$ cat config.mk
export PLATFORM = sky130hd
export DESIGN_NAME = equal_power_panner_gain_ramp_top
export DESIGN_NICKNAME = d
export VERILOG_FILES = /design/src/sv/epp_pkg.sv /design/src/sv/epp_regs.sv /design/src/sv/epp_mul.sv /design/src/sv/epp_div.sv /design/src/sv/equal_power_panner_gain_ramp_top.sv
export SDC_FILE = /design/constraint.sdc
export NUM_CORES = 2
export LEC_CHECK = 0
export BUFFER_PORTS_ARGS = -buffer_cell sky130_fd_sc_hd__buf_2
export CELL_PAD_IN_SITES_DETAIL_PLACEMENT = 0
export CELL_PAD_IN_SITES_GLOBAL_PLACEMENT = 2
export CORE_MARGIN = 2
export CORE_UTILIZATION = 45
export DETAILED_ROUTE_END_ITERATION = 6
export MAX_ROUTING_LAYER = met4
export PLACE_DENSITY_LB_ADDON = 0.1
export SLEW_MARGIN = 10
export SYNTH_ARGS = -nofsm -noshare
export SYNTH_HDL_FRONTEND = slang
export SYNTH_SLANG_ARGS = --single-unit
$ cat constraint.sdc
create_clock -name clk -period 31.6 [get_ports clk]
set_input_delay 6.32 -clock clk [delete_from_list [all_inputs] [get_ports clk]]
set_output_delay 6.32 -clock clk [all_outputs]
set_load 0.02 [all_outputs]
$ cat src/sv/epp_pkg.sv
// ----------------------------------------------------------------------------
// epp_pkg: shared types and constants of the equal-power panner
// Configuration bundle, fixed-point constants, divider sizing and the pan
// sine table, which is built at elaboration time.
// ----------------------------------------------------------------------------
`timescale 1ns / 1ps
`default_nettype none

package epp_pkg;

  localparam int GAIN_ONE   = 4096;   // 1.0 in Q3.12
  localparam int DROP_BITS  = 39;     // fraction bits dropped from the full product
  localparam int PAN_LAST   = 180;    // highest pan table index
  localparam int PAN_DEPTH  = 181;
  localparam int MUL_BITS   = 32;     // shared multiplier operand width
  localparam int DIV_Q_BITS = 16;     // ramp quotient width
  localparam int DIV_D_BITS = 32;     // ramp length width
  localparam int DIV_N_BITS = DIV_D_BITS + DIV_Q_BITS;

  localparam longint unsigned PI_Q30 = 64'd3373259426;

  typedef struct packed {
    logic signed [7:0]  azimuth;
    logic signed [15:0] static_gain;
    logic               ramp_enable;
    logic signed [15:0] ramp_start_gain;
    logic signed [15:0] ramp_end_gain;
    logic [31:0]        ramp_length;
    logic [31:0]        ramp_position;
  } epp_cfg_t;

  typedef logic [15:0] pan_table_t [PAN_DEPTH];

  // Entry k holds the sine of k/2 degrees in unsigned Q1.15, from a Q30 series.
  function automatic pan_table_t build_pan_table();
    pan_table_t        tbl;
    longint unsigned   x;
    longint unsigned   x2;
    longint unsigned   term;
    longint unsigned   r;
    longint            sum;
    for (int k = 0; k < PAN_DEPTH; k++) begin
      x    = (longint'(k) * PI_Q30 + 64'd180) / 64'd360;
      x2   = (x * x) >> 30;
      // alternating terms x^(2n+1) / (2n+1)! for n = 1 .. 7
      term = ((x * x2) >> 30) / 64'd6;
      sum  = longint'(x) - longint'(term);
      term = ((term * x2) >> 30) / 64'd20;
      sum  = sum + longint'(term);
      term = ((term * x2) >> 30) / 64'd42;
      sum  = sum - longint'(term);
      term = ((term * x2) >> 30) / 64'd72;
      sum  = sum + longint'(term);
      term = ((term * x2) >> 30) / 64'd110;
      sum  = sum - longint'(term);
      term = ((term * x2) >> 30) / 64'd156;
      sum  = sum + longint'(term);
      term = ((term * x2) >> 30) / 64'd210;
      sum  = sum - longint'(term);
      if (sum < 0) begin
        sum = 0;
      end
      r = (longint'(sum) + 64'd16384) >> 15;
      if (r > 64'd32768) begin
        r = 64'd32768;
      end
      tbl[k] = 16'(r);
    end
    return tbl;
  endfunction

  localparam pan_table_t PAN_TABLE = build_pan_table();

endpackage

`default_nettype wire

$ cat src/sv/epp_regs.sv
// ----------------------------------------------------------------------------
// epp_regs: configuration register file
// APB-style write and read of the six pan and gain registers, plus the ramp
// position counter that advances once per ramped sample.
// ----------------------------------------------------------------------------
`timescale 1ns / 1ps
`default_nettype none

module epp_regs
  import epp_pkg::*;
(
  input  wire logic        clk,
  input  wire logic        rst,
  input  wire logic        psel,
  input  wire logic        penable,
  input  wire logic        pwrite,
  input  wire logic [4:0]  paddr,
  input  wire logic [31:0] pwdata,
  output logic      [31:0] prdata,
  output logic             pready,
  input  wire logic        advance,
  output epp_cfg_t         cfg
);

  typedef enum logic [2:0] {
    REG_AZIMUTH     = 3'd0,
    REG_STATIC_GAIN = 3'd1,
    REG_RAMP_ENABLE = 3'd2,
    REG_RAMP_START  = 3'd3,
    REG_RAMP_END    = 3'd4,
    REG_RAMP_LENGTH = 3'd5
  } reg_idx_t;

  logic [2:0] idx;
  logic       wr;

  assign pready = 1'b1;
  assign idx    = paddr[4:2];
  assign wr     = psel & penable & pwrite;

  always_ff @(posedge clk) begin
    if (rst) begin
      cfg.azimuth         <= '0;
      cfg.static_gain     <= 16'(GAIN_ONE);
      cfg.ramp_enable     <= 1'b0;
      cfg.ramp_start_gain <= '0;
      cfg.ramp_end_gain   <= '0;
      cfg.ramp_length     <= '0;
      cfg.ramp_position   <= '0;
    end else begin
      if (advance) begin
        // hold at all ones instead of wrapping
        if (cfg.ramp_position != '1) begin
          cfg.ramp_position <= cfg.ramp_position + 32'd1;
        end
      end else if (wr && (idx == REG_RAMP_START || idx == REG_RAMP_END)) begin
        cfg.ramp_position <= '0;
      end
      if (wr) begin
        unique case (idx)
          REG_AZIMUTH:     cfg.azimuth         <= pwdata[7:0];
          REG_STATIC_GAIN: cfg.static_gain     <= pwdata[15:0];
          REG_RAMP_ENABLE: cfg.ramp_enable     <= pwdata[0];
          REG_RAMP_START:  cfg.ramp_start_gain <= pwdata[15:0];
          REG_RAMP_END:    cfg.ramp_end_gain   <= pwdata[15:0];
          REG_RAMP_LENGTH: cfg.ramp_length     <= pwdata;
          default: ;
        endcase
      end
    end
  end

  always_comb begin
    unique case (idx)
      REG_AZIMUTH:     prdata = {{24{cfg.azimuth[7]}}, cfg.azimuth};
      REG_STATIC_GAIN: prdata = {{16{cfg.static_gain[15]}}, cfg.static_gain};
      REG_RAMP_ENABLE: prdata = {31'd0, cfg.ramp_enable};
      REG_RAMP_START:  prdata = {{16{cfg.ramp_start_gain[15]}}, cfg.ramp_start_gain};
      REG_RAMP_END:    prdata = {{16{cfg.ramp_end_gain[15]}}, cfg.ramp_end_gain};
      REG_RAMP_LENGTH: prdata = cfg.ramp_length;
      default:         prdata = '0;
    endcase
  end

endmodule

`default_nettype wire

$ cat src/sv/epp_mul.sv
// ----------------------------------------------------------------------------
// epp_mul: shared unsigned multiplier
// One 32 x 32 unsigned multiply per cycle with a registered 64-bit product.
// ----------------------------------------------------------------------------
`timescale 1ns / 1ps
`default_nettype none

module epp_mul
  import epp_pkg::*;
(
  input  wire logic                  clk,
  input  wire logic [MUL_BITS-1:0]   a,
  input  wire logic [MUL_BITS-1:0]   b,
  output logic      [2*MUL_BITS-1:0] prod
);

  always_ff @(posedge clk) begin
    prod <= (2*MUL_BITS)'(a) * (2*MUL_BITS)'(b);
  end

endmodule

`default_nettype wire

$ cat src/sv/epp_div.sv
// ----------------------------------------------------------------------------
// epp_div: serial ramp divider
// Restoring division, one quotient bit per cycle. The upper half of the
// dividend must be below the divisor, so the quotient fits in 16 bits.
// ----------------------------------------------------------------------------
`timescale 1ns / 1ps
`default_nettype none

module epp_div
  import epp_pkg::*;
(
  input  wire logic                  clk,
  input  wire logic                  rst,
  input  wire logic                  start,
  input  wire logic [DIV_N_BITS-1:0] dividend,
  input  wire logic [DIV_D_BITS-1:0] divisor,
  output logic                       done,
  output logic      [DIV_Q_BITS-1:0] quotient
);

  localparam int CNT_BITS = $clog2(DIV_Q_BITS);

  logic [DIV_D_BITS-1:0] rem;
  logic [CNT_BITS-1:0]   cnt;
  logic                  busy;
  logic [DIV_D_BITS:0]   trial;
  logic                  fits;

  assign trial = {rem, quotient[DIV_Q_BITS-1]};
  assign fits  = trial >= {1'b0, divisor};

  always_ff @(posedge clk) begin
    if (rst) begin
      busy <= 1'b0;
      done <= 1'b0;
      cnt  <= '0;
    end else begin
      done <= 1'b0;
      if (start) begin
        busy <= 1'b1;
        cnt  <= '0;
      end else if (busy) begin
        cnt <= cnt + CNT_BITS'(1);
        if (cnt == CNT_BITS'(DIV_Q_BITS - 1)) begin
          busy <= 1'b0;
          done <= 1'b1;
        end
      end
    end
  end

  // quotient doubles as the shift register of low dividend bits
  always_ff @(posedge clk) begin
    if (start) begin
      rem      <= dividend[DIV_N_BITS-1:DIV_Q_BITS];
      quotient <= dividend[DIV_Q_BITS-1:0];
    end else if (busy) begin
      rem      <= fits ? DIV_D_BITS'(trial - {1'b0, divisor}) : trial[DIV_D_BITS-1:0];
      quotient <= {quotient[DIV_Q_BITS-2:0], fits};
    end
  end

endmodule

`default_nettype wire

$ cat src/sv/equal_power_panner_gain_ramp_top.sv
// ----------------------------------------------------------------------------
// equal_power_panner_gain_ramp_top: mono to stereo equal-power panner
// Static gain, optional linear gain ramp and sine-table pan law, computed on
// one shared multiplier and a serial divider under a one-hot sequencer.
// ----------------------------------------------------------------------------
//  channel   direction  handshake           payload
//  input     in         in_valid/in_stall   mono_sample, block_end
//  output    out        out_valid/out_stall left/right_sample, flags, clip_count,
//                                           block_done
//  config    in/out     APB psel/penable    paddr, pwdata, prdata, pready
//
//  An item runs through the whole sequence before the next transfer; while a
//  ramp is running the sequence also passes through the serial 16-step
//  ramp divider. The divider and the shared multiplier set its length.
//  Reset is synchronous and needs no clearing pass.
//  The result waits in an output register; a stalled result delays the write
//  of the next one, which waits in S_OUT and holds the input stalled meanwhile.
// ----------------------------------------------------------------------------
`timescale 1ns / 1ps
`default_nettype none

module equal_power_panner_gain_ramp_top
  import epp_pkg::*;
#(
  parameter int SAMPLE_BITS = 16,
  parameter int COUNT_BITS  = 16
) (
  input  wire logic                          clk,
  input  wire logic                          rst,
  input  wire logic                          psel,
  input  wire logic                          penable,
  input  wire logic                          pwrite,
  input  wire logic [4:0]                    paddr,
  input  wire logic [31:0]                   pwdata,
  output logic      [31:0]                   prdata,
  output logic                               pready,
  input  wire logic                          in_valid,
  output logic                               in_stall,
  input  wire logic signed [SAMPLE_BITS-1:0] mono_sample,
  input  wire logic                          block_end,
  output logic                               out_valid,
  input  wire logic                          out_stall,
  output logic signed [SAMPLE_BITS+2:0]      left_sample,
  output logic signed [SAMPLE_BITS+2:0]      right_sample,
  output logic                               left_clipped,
  output logic                               right_clipped,
  output logic                               saturated,
  output logic      [COUNT_BITS-1:0]         clip_count,
  output logic                               block_done
);

  localparam int A_W = SAMPLE_BITS + 31;          // sample x gain magnitude
  localparam int P_W = SAMPLE_BITS + 47;          // full product with pan
  localparam int R_W = P_W - DROP_BITS;           // rounded magnitude
  localparam int O_W = SAMPLE_BITS + 3;
  localparam logic [P_W-1:0] RND     = P_W'(1) << (DROP_BITS - 1);
  localparam logic [R_W-1:0] LIMIT   = R_W'(1) << (SAMPLE_BITS + 2);
  localparam logic [R_W-1:0] ONE_MAG = R_W'(1) << (SAMPLE_BITS - 1);

  typedef enum logic [12:0] {
    S_IDLE   = 13'b0000000000001,
    S_RMUL   = 13'b0000000000010,
    S_RSTART = 13'b0000000000100,
    S_RDIV   = 13'b0000000001000,
    S_GMUL   = 13'b0000000010000,
    S_AMUL   = 13'b0000000100000,
    S_ASAVE  = 13'b0000001000000,
    S_PLO    = 13'b0000010000000,
    S_PHI    = 13'b0000100000000,
    S_PACC   = 13'b0001000000000,
    S_FIN    = 13'b0010000000000,
    S_OUT    = 13'b0100000000000,
    S_SPARE  = 13'b1000000000000
  } state_t;

  state_t                    state;
  epp_cfg_t                  cfg;
  logic                      advance;
  logic                      accept;

  logic [MUL_BITS-1:0]       mul_a;
  logic [MUL_BITS-1:0]       mul_b;
  logic [2*MUL_BITS-1:0]     prod;
  logic                      div_done;
  logic [DIV_Q_BITS-1:0]     div_q;

  logic [SAMPLE_BITS-1:0]    ms;
  logic                      mono_neg;
  logic                      last;
  logic [31:0]               pos_used;
  logic [16:0]               ramp;
  logic [A_W-1:0]            a_reg;
  logic [P_W-1:0]            acc;
  logic                      ch;

  logic signed [O_W-1:0]     left_val;
  logic                      left_clip;
  logic                      left_sat;

  logic [SAMPLE_BITS-1:0]    mono_abs;
  logic [16:0]               start17;
  logic [16:0]               diff;
  logic [16:0]               diff_abs;
  logic [16:0]               sg17;
  logic [16:0]               sg_abs;
  logic [16:0]               ramp_abs;
  logic                      neg;
  logic signed [7:0]         az_c;
  logic [7:0]                k;
  logic [7:0]                pan_idx;
  logic [15:0]               pan;

  logic [R_W-1:0]            r;
  logic                      sat;
  logic [R_W-1:0]            rc;
  logic                      clip;
  logic [O_W-1:0]            rc_o;
  logic [O_W-1:0]            val;

  logic [COUNT_BITS:0]       count_sum;
  logic [COUNT_BITS-1:0]     count_next;
  logic [COUNT_BITS-1:0]     block_count;
  logic                      load_out;

  epp_regs u_regs (
    .clk     (clk),
    .rst     (rst),
    .psel    (psel),
    .penable (penable),
    .pwrite  (pwrite),
    .paddr   (paddr),
    .pwdata  (pwdata),
    .prdata  (prdata),
    .pready  (pready),
    .advance (advance),
    .cfg     (cfg)
  );

  epp_mul u_mul (
    .clk  (clk),
    .a    (mul_a),
    .b    (mul_b),
    .prod (prod)
  );

  epp_div u_div (
    .clk      (clk),
    .rst      (rst),
    .start    (state == S_RSTART),
    .dividend (prod[DIV_N_BITS-1:0]),
    .divisor  (cfg.ramp_length),
    .done     (div_done),
    .quotient (div_q)
  );

  assign in_stall = (state != S_IDLE);
  assign accept   = in_valid && (state == S_IDLE);
  assign advance  = accept && cfg.ramp_enable;

  assign mono_abs = mono_sample[SAMPLE_BITS-1] ? (~mono_sample + SAMPLE_BITS'(1))
                                               : mono_sample;
  assign start17  = {cfg.ramp_start_gain[15], cfg.ramp_start_gain};
  assign diff     = {cfg.ramp_end_gain[15], cfg.ramp_end_gain} - start17;
  assign diff_abs = diff[16] ? (~diff + 17'd1) : diff;
  assign sg17     = {cfg.static_gain[15], cfg.static_gain};
  assign sg_abs   = sg17[16] ? (~sg17 + 17'd1) : sg17;
  assign ramp_abs = ramp[16] ? (~ramp + 17'd1) : ramp;
  assign neg      = mono_neg ^ sg17[16] ^ ramp[16];

  // clamp azimuth to the table range
  always_comb begin
    priority if (cfg.azimuth < -8'sd90) begin
      az_c = -8'sd90;
    end else if (cfg.azimuth > 8'sd90) begin
      az_c = 8'sd90;
    end else begin
      az_c = cfg.azimuth;
    end
  end

  assign k       = 8'(az_c + 8'sd90);
  assign pan_idx = ch ? k : (8'(PAN_LAST) - k);
  assign pan     = PAN_TABLE[pan_idx];

  always_comb begin
    unique case (state)
      S_RMUL: begin
        mul_a = MUL_BITS'(diff_abs[15:0]);
        mul_b = pos_used;
      end
      S_GMUL: begin
        mul_a = MUL_BITS'(sg_abs);
        mul_b = MUL_BITS'(ramp_abs);
      end
      S_AMUL: begin
        mul_a = MUL_BITS'(ms);
        mul_b = prod[MUL_BITS-1:0];
      end
      S_PLO: begin
        mul_a = a_reg[MUL_BITS-1:0];
        mul_b = MUL_BITS'(pan);
      end
      S_PHI: begin
        mul_a = MUL_BITS'(a_reg[A_W-1:MUL_BITS]);
        mul_b = MUL_BITS'(pan);
      end
      default: begin
        mul_a = '0;
        mul_b = '0;
      end
    endcase
  end

  // round, saturate and flag one channel
  always_comb begin
    r    = acc[P_W-1:DROP_BITS];
    sat  = neg ? (r > LIMIT) : (r > (LIMIT - R_W'(1)));
    rc   = sat ? (neg ? LIMIT : (LIMIT - R_W'(1))) : r;
    clip = sat | (rc > ONE_MAG);
    rc_o = rc[O_W-1:0];
    val  = neg ? (~rc_o + O_W'(1)) : rc_o;
  end

  assign count_sum  = (COUNT_BITS+1)'(block_count) + (COUNT_BITS+1)'(left_clip)
                    + (COUNT_BITS+1)'(clip);
  assign count_next = count_sum[COUNT_BITS] ? '1 : count_sum[COUNT_BITS-1:0];
  assign load_out   = (state == S_OUT) && (!out_valid || !out_stall);

  always_ff @(posedge clk) begin
    if (rst) begin
      state       <= S_IDLE;
      ch          <= 1'b0;
      out_valid   <= 1'b0;
      block_count <= '0;
    end else begin
      if (load_out) begin
        out_valid <= 1'b1;
      end else if (out_valid && !out_stall) begin
        out_valid <= 1'b0;
      end
      unique case (state)
        S_IDLE: begin
          ch <= 1'b0;
          if (in_valid) begin
            priority if (!cfg.ramp_enable) begin
              state <= S_GMUL;
            end else if (cfg.ramp_length == '0 ||
                         cfg.ramp_position >= cfg.ramp_length) begin
              state <= S_GMUL;
            end else begin
              state <= S_RMUL;
            end
          end
        end
        S_RMUL:   state <= S_RSTART;
        S_RSTART: state <= S_RDIV;
        S_RDIV: begin
          if (div_done) begin
            state <= S_GMUL;
          end
        end
        S_GMUL:  state <= S_AMUL;
        S_AMUL:  state <= S_ASAVE;
        S_ASAVE: state <= S_PLO;
        S_PLO:   state <= S_PHI;
        S_PHI:   state <= S_PACC;
        S_PACC:  state <= S_FIN;
        S_FIN: begin
          if (!ch) begin
            ch    <= 1'b1;
            state <= S_PLO;
          end else begin
            state <= S_OUT;
          end
        end
        S_OUT: begin
          if (load_out) begin
            block_count <= last ? '0 : count_next;
            state       <= S_IDLE;
          end
        end
        default: state <= S_IDLE;
      endcase
    end
  end

  // datapath registers
  always_ff @(posedge clk) begin
    if (accept) begin
      ms       <= mono_abs;
      mono_neg <= mono_sample[SAMPLE_BITS-1];
      last     <= block_end;
      pos_used <= cfg.ramp_position;
      if (!cfg.ramp_enable) begin
        ramp <= 17'(GAIN_ONE);
      end else begin
        ramp <= {cfg.ramp_end_gain[15], cfg.ramp_end_gain};
      end
    end
    if (state == S_RDIV && div_done) begin
      ramp <= diff[16] ? (start17 - 17'(div_q)) : (start17 + 17'(div_q));
    end
    if (state == S_ASAVE) begin
      a_reg <= prod[A_W-1:0];
    end
    if (state == S_PHI) begin
      acc <= P_W'(prod) + RND;
    end
    if (state == S_PACC) begin
      acc <= acc + {prod[P_W-MUL_BITS-1:0], {MUL_BITS{1'b0}}};
    end
    if (state == S_FIN && !ch) begin
      left_val  <= val;
      left_clip <= clip;
      left_sat  <= sat;
    end
    // acc still holds the right channel while waiting in S_OUT
    if (load_out) begin
      left_sample   <= left_val;
      left_clipped  <= left_clip;
      right_sample  <= val;
      right_clipped <= clip;
      saturated     <= left_sat | sat;
      clip_count    <= count_next;
      block_done    <= last;
    end
  end

endmodule

`default_nettype wire

## Word level (Yosys, flattened, before mapping)

Memories as Yosys holds them, arrays and structs flattened.
Index checks and enable logic that the tools add are counted.

| operators by class | value |
|---|---|
| add/subtract/negate cells | 17 |
| $mul | 1 |
| order comparisons | 8 |
| equality and inequality tests | 24 |
| multiplexer cells | 46 |
| bitwise gates (word level) | 13 |
| reduce and logical (&&, ||, !) cells | 33 |

Operators by type and width:

| kind | count |
|---|---|
| $mux W32 | 6 |
| $pmux W32 S6 | 1 |
| $pmux W32 S5 | 1 |
| $pmux W13 S12 | 1 |
| $pmux W32 S4 | 1 |
| $mux W63 | 2 |
| $mux W16 | 7 |
| $mux W17 | 6 |
| $add A63 B39 Y63 const B | 1 |
| $add A63 B63 Y63 | 1 |
| $mul A32 B32 Y63 | 1 |
| $mux W13 | 3 |
| $mux W19 | 2 |
| $add A17 B1 Y17 const B | 2 |
| $not A17 Y17 | 2 |
| $ge A33 B32 Y1 | 1 |
| $add A32 B1 Y32 const B | 1 |
| $ge A32 B32 Y1 | 1 |
| $logic_not A32 Y1 | 1 |
| $ne A32 B32 Y1 const B | 1 |
| $not A16 Y16 | 2 |
| $sub A32 B32 Y32 | 1 |
| $gt A24 B16 Y1 const B | 1 |
| $gt A24 B18 Y1 const B | 1 |
| 56 further kinds | 95 |

| storage, ports and cells | value |
|---|---|
| bits in registers | 525 |
| memory bits (read-only) | 4096 |
| input bits | 61 |
| output and inout port bits | 93 |
| word-level logic and storage cells | 178 |
| memories | 1 |

Memories:

| memory | depth | width | read ports | clocked after Yosys merged registers in | write ports | line | source |
|---|---|---|---|---|---|---|---|
| (no name shown) | 256 | 16 | 1 | 0 | 0 | equal_power_panner_gain_ramp_top.sv:183 | `assign pan = PAN_TABLE[pan_idx];` |

## Depth between registers and ports, before layout

| logic depth | value |
|---|---|
| word-level depth | 12 |
| depth in mapped cells | 52 |
| gate-level depth less buffers | 46 |

## Hierarchy

A second synthesis with hierarchy kept.

| unflattened totals | value |
|---|---|
| cells, all modules | 7252 |
| area total of the unflattened synthesis | 65133.7 sq um |

By module, submodules not included:

| module | instances | cells an instance | area each (sq um) | seq. area each (sq um) |
|---|---|---|---|---|
| epp_mul | 1 | 3829 | 34848.4 | 1281.2 |
| equal_power_panner_gain_ramp_top | 1 | 2270 | 20023.0 | 7327.0 |
| epp_regs | 1 | 715 | 5763.0 | 2422.3 |
| epp_div | 1 | 438 | 4499.3 | 1561.5 |

## Worst setup path before layout

OpenSTA, ideal clock, no wires.

| path | value |
|---|---|
| path kind | input -> output |
| start | input paddr[2] |
| end | output prdata[21] |
| arrival time | 7.952 ns |
| data required time | 25.280 ns |
| setup slack | 17.328 ns |
| stages on the path | 5 |
| path buffers | 3 |
| cell sequence | clkbuf_1 -> clkbuf_1 -> o32ai_1 -> clkbuf_1 -> a21o_1 |

| between the ends | value |
|---|---|
| word-level cells in the longest chain between the ends | 2 |

RTL lines:

| what | line | source |
|---|---|---|
| from (decl) | equal_power_panner_gain_ramp_top.sv:33 | `input wire logic [4:0] paddr,` |
| $eq A3 B3 Y1, or another cell as far along | epp_regs.sv:74 | `unique case (idx)` |
| $pmux W32 S6 (*) | epp_regs.sv:74 |  |
| to (decl) | equal_power_panner_gain_ramp_top.sv:35 | `output logic [31:0] prdata,` |

Mark *: on every way between the ends. The rest lies on a longest branch, timed or not.

## Worst setup path after layout

| path | value |
|---|---|
| start | input paddr[2] |
| end | output prdata[2] |

Same word-level chain as after synthesis.

==> results_dict.tcl <==
set metrics [dict create \
    wl_per_cell_um 22.9 \
    ys.flop_type "edfxtp_1" \
    power_density_nw_per_um2 57.3 \
    clockBufferDepth 3 \
    first_pass_iters 7 \
    path_delay_family "buffers and inverters" \
    numCtsBuffers 55 \
    syn2layout_area_growth_pct 9.09 \
    post-dp-hpwl_mm 160 \
    fin_nets 8420 \
    grtUsageTotal 0.304 \
    io_pins 154 \
    vias_per_cell 5.59 \
    largest_reg_flops 121 \
    min_from "left_val[10]" \
    antenna_found_initial 10 \
    synth.area.top_cells "fa_1 (29%), edfxtp_1 (13%), ha_1 (8.5%)" \
    mappedNetlistArea_um2 61300 \
    reg2reg_slack_ns 17.80 \
    clock-sinks 492 \
    io_buffers 150 \
    power_mw 3.83 \
    p_leak_nw 29.7 \
    hold_path_depth 0 \
    worstPathRequired_ns 25.28 \
    status "finished with violations" \
    ys_warn_count 0 \
    drc_errors 10 \
    fillers 13200 \
    drive_gt1_frac 0.0663 \
    worstPathCellList "buf_2 > nor2b_1 > buf_4 > a22oi_1 > o22ai_1 > buf_2" \
    initial_core_util 0.453 \
    num_vias 49600 \
    reg2regPathDepth 38 \
    synth_top_area_frac 0.294 \
    crit_path_end_kind "primary output" \
    min_period_ns 14.52 \
    cts_root_buf "clkbuf_16" \
    ys_seq_area_frac 0.205 \
    grt_pass1_vias 49900 \
    hold_class "reg2reg" \
    detail-route-antenna-nets 0 \
    crit_fanout 25 \
    ir_drop_mv 0.155 \
    core_um2 135000 \
    die_area_um2 139000 \
    crit_top_cell "buf_2" \
    wl_mm 203 \
    critPathSlowestCell "nor2b_1" \
    cts_setup_buffers 0 \
    grt_max_degree 84 \
    critPathBufInv 3 \
    grt_remaining_overflow 0 \
    slew_viol_final 0 \
    htree_levels 2 \
    gp_congestion 0.950 \
    synth_cells 6796 \
    final_cell_mix "inv_1 (1,001), fa_1 (900), nand2_1 (797)" \
    slew_headroom 0.241 \
    finalCritPeriodShare 0.459 \
    ys_async_sr_fraction 0 \
    tns_ns 0 \
    hold_path_end "left_sample[10]" \
    worst_pin_slew_ns 1.14 \
    cts_hold_buf 0 \
    die_h_um 373 \
    fp.dieW_um 373 \
    cts_tree "built" \
    max_stage_delay_ns 0.53 \
    setup_viol 0 \
    clk_latency_ns 0.63 \
    finClkSkew_ns 0.0277 \
    max_cap_violations 0 \
    syn_avg_cell_area_um2 9.02 \
    clk_pin_slew_worst_paths_ns 0.06 \
    final_common_cell "inv_1" \
    grt_first_pass_wirelength_mm 313 \
    fmax_ghz 0.0689 \
    synth_top_cell_by_area "fa_1" \
    crit_path_start_kind "primary input" \
    drt_iter0_markers 4613 \
    r2r-start "u_regs.cfg[116]" \
    crit_arrival_ns 8.20 \
    netlist-cell-type-count 104 \
    cp.depth 6 \
    violations "DRC" \
    ys_ff_latch 492 \
    hold_violations 0 \
    crit_type "in2out" \
    rsz0062_at_grt "false" \
    r2r-end "u_mul.prod[50]" \
    num_rows 135 \
    cts_resized 0 \
    synth_edf_count 272 \
]
-- logic make-up after synthesis --
family | Yosys count | share of synthesized area
other cells | 2 | 0.000123
simple gates | 2106 | 0.151
fa+ha+maj | 1315 | 0.379
compound gates | 1243 | 0.132
flops | 492 | 0.205
mux | 53 | 0.0112
buf+inv | 1323 | 0.0837
xor+xnor | 262 | 0.0380
-- final cells by class --
type / count / area, µm² / share of cell area
repair buffers: 255 / 1540 / 0.0231
clock inverters: 33 / 365 / 0.00546
well taps: 1781 / 2230 / 0.0333
clock buffers: 71 / 1550 / 0.0232
inverters: 1005 / 3770 / 0.0564
multi-input cells: 5235 / 44800 / 0.670
flip-flops and latches: 492 / 12600 / 0.188
diodes: 1 / 2.50 / 0.0000374
-- layer usage --
| layer | global-route usage | wire, µm |
|---|---|---|
| met2 | 0.475 | 93600 |
| met4 | 0.0728 | 5420 |
| met5 | - | 0 |
| met3 | 0.0348 | 14200 |
| met1 | 0.425 | 90000 |
-- through the flow --
step / setup slack, ns / cells / hold WS [ns] / area (µm²) / utilization
2_1_floorplan: 17.33 / 7050 / 0.400 / 62200 / -
3_3_place_gp: 17.14 / 8768 / 0.400 / 64900 / 0.480
3_5_place_dp: 17.10 / 8768 / 0.405 / 64900 / 0.480
4_1_cts: 17.10 / 8872 / 0.411 / 66900 / 0.494
5_1_grt: 16.96 / 8872 / 0.414 / 66900 / 0.494
6_report: 17.08 / 8873 / 0.412 / 66900 / 0.494
-- worst reg2reg max path: cells and delay by family, from the launching register on --
| family | cells | cell delay [ns] |
|---|---|---|
| fa+ha+maj | 10 | 4.91 |
| simple gates | 8 | 2.34 |
| buf+inv | 5 | 1.14 |
| flops | 1 | 0.59 |
| xor+xnor | 1 | 0.15 |
| compound gates | 14 | 4.56 |
-- cell usage after synthesis (46+ instances only) --
| cell type | number |
|---|---|
| buf_2 | 68 |
| nand2_1 | 798 |
| xnor2_1 | 162 |
| a21o_1 | 102 |
| o21ai_0 | 252 |
| nand3_1 | 135 |
| ha_1 | 415 |
| nor2_1 | 697 |
| dfxtp_1 | 220 |
| nand2b_1 | 98 |
| and3_1 | 50 |
| edfxtp_1 | 272 |
| xor2_1 | 97 |
| clkbuf_1 | 217 |
| a22oi_1 | 46 |
| a21oi_1 | 390 |
| nor3_1 | 76 |
| inv_1 | 1001 |
| fa_1 | 900 |
| and2_1 | 48 |
-- worst max path at each step --
stage,from,endpoint,slack (ns)
3_5_place_dp,paddr[2],prdata[2],17.10
4_1_cts,paddr[2],prdata[2],17.10
2_1_floorplan,paddr[2],prdata[21],17.33
3_3_place_gp,paddr[2],prdata[2],17.14
6_report,paddr[2],prdata[2],17.08
5_1_grt,paddr[2],prdata[4],16.96
-- report_power, final --
part	total, mW	internal, mW	switching [mW]
sequential	0.813	0.762	0.0512
combinational	2.33	1.01	1.32
clock	0.685	0.403	0.282
total	3.83	2.18	1.65
Power figures use the tool's default switching activity.
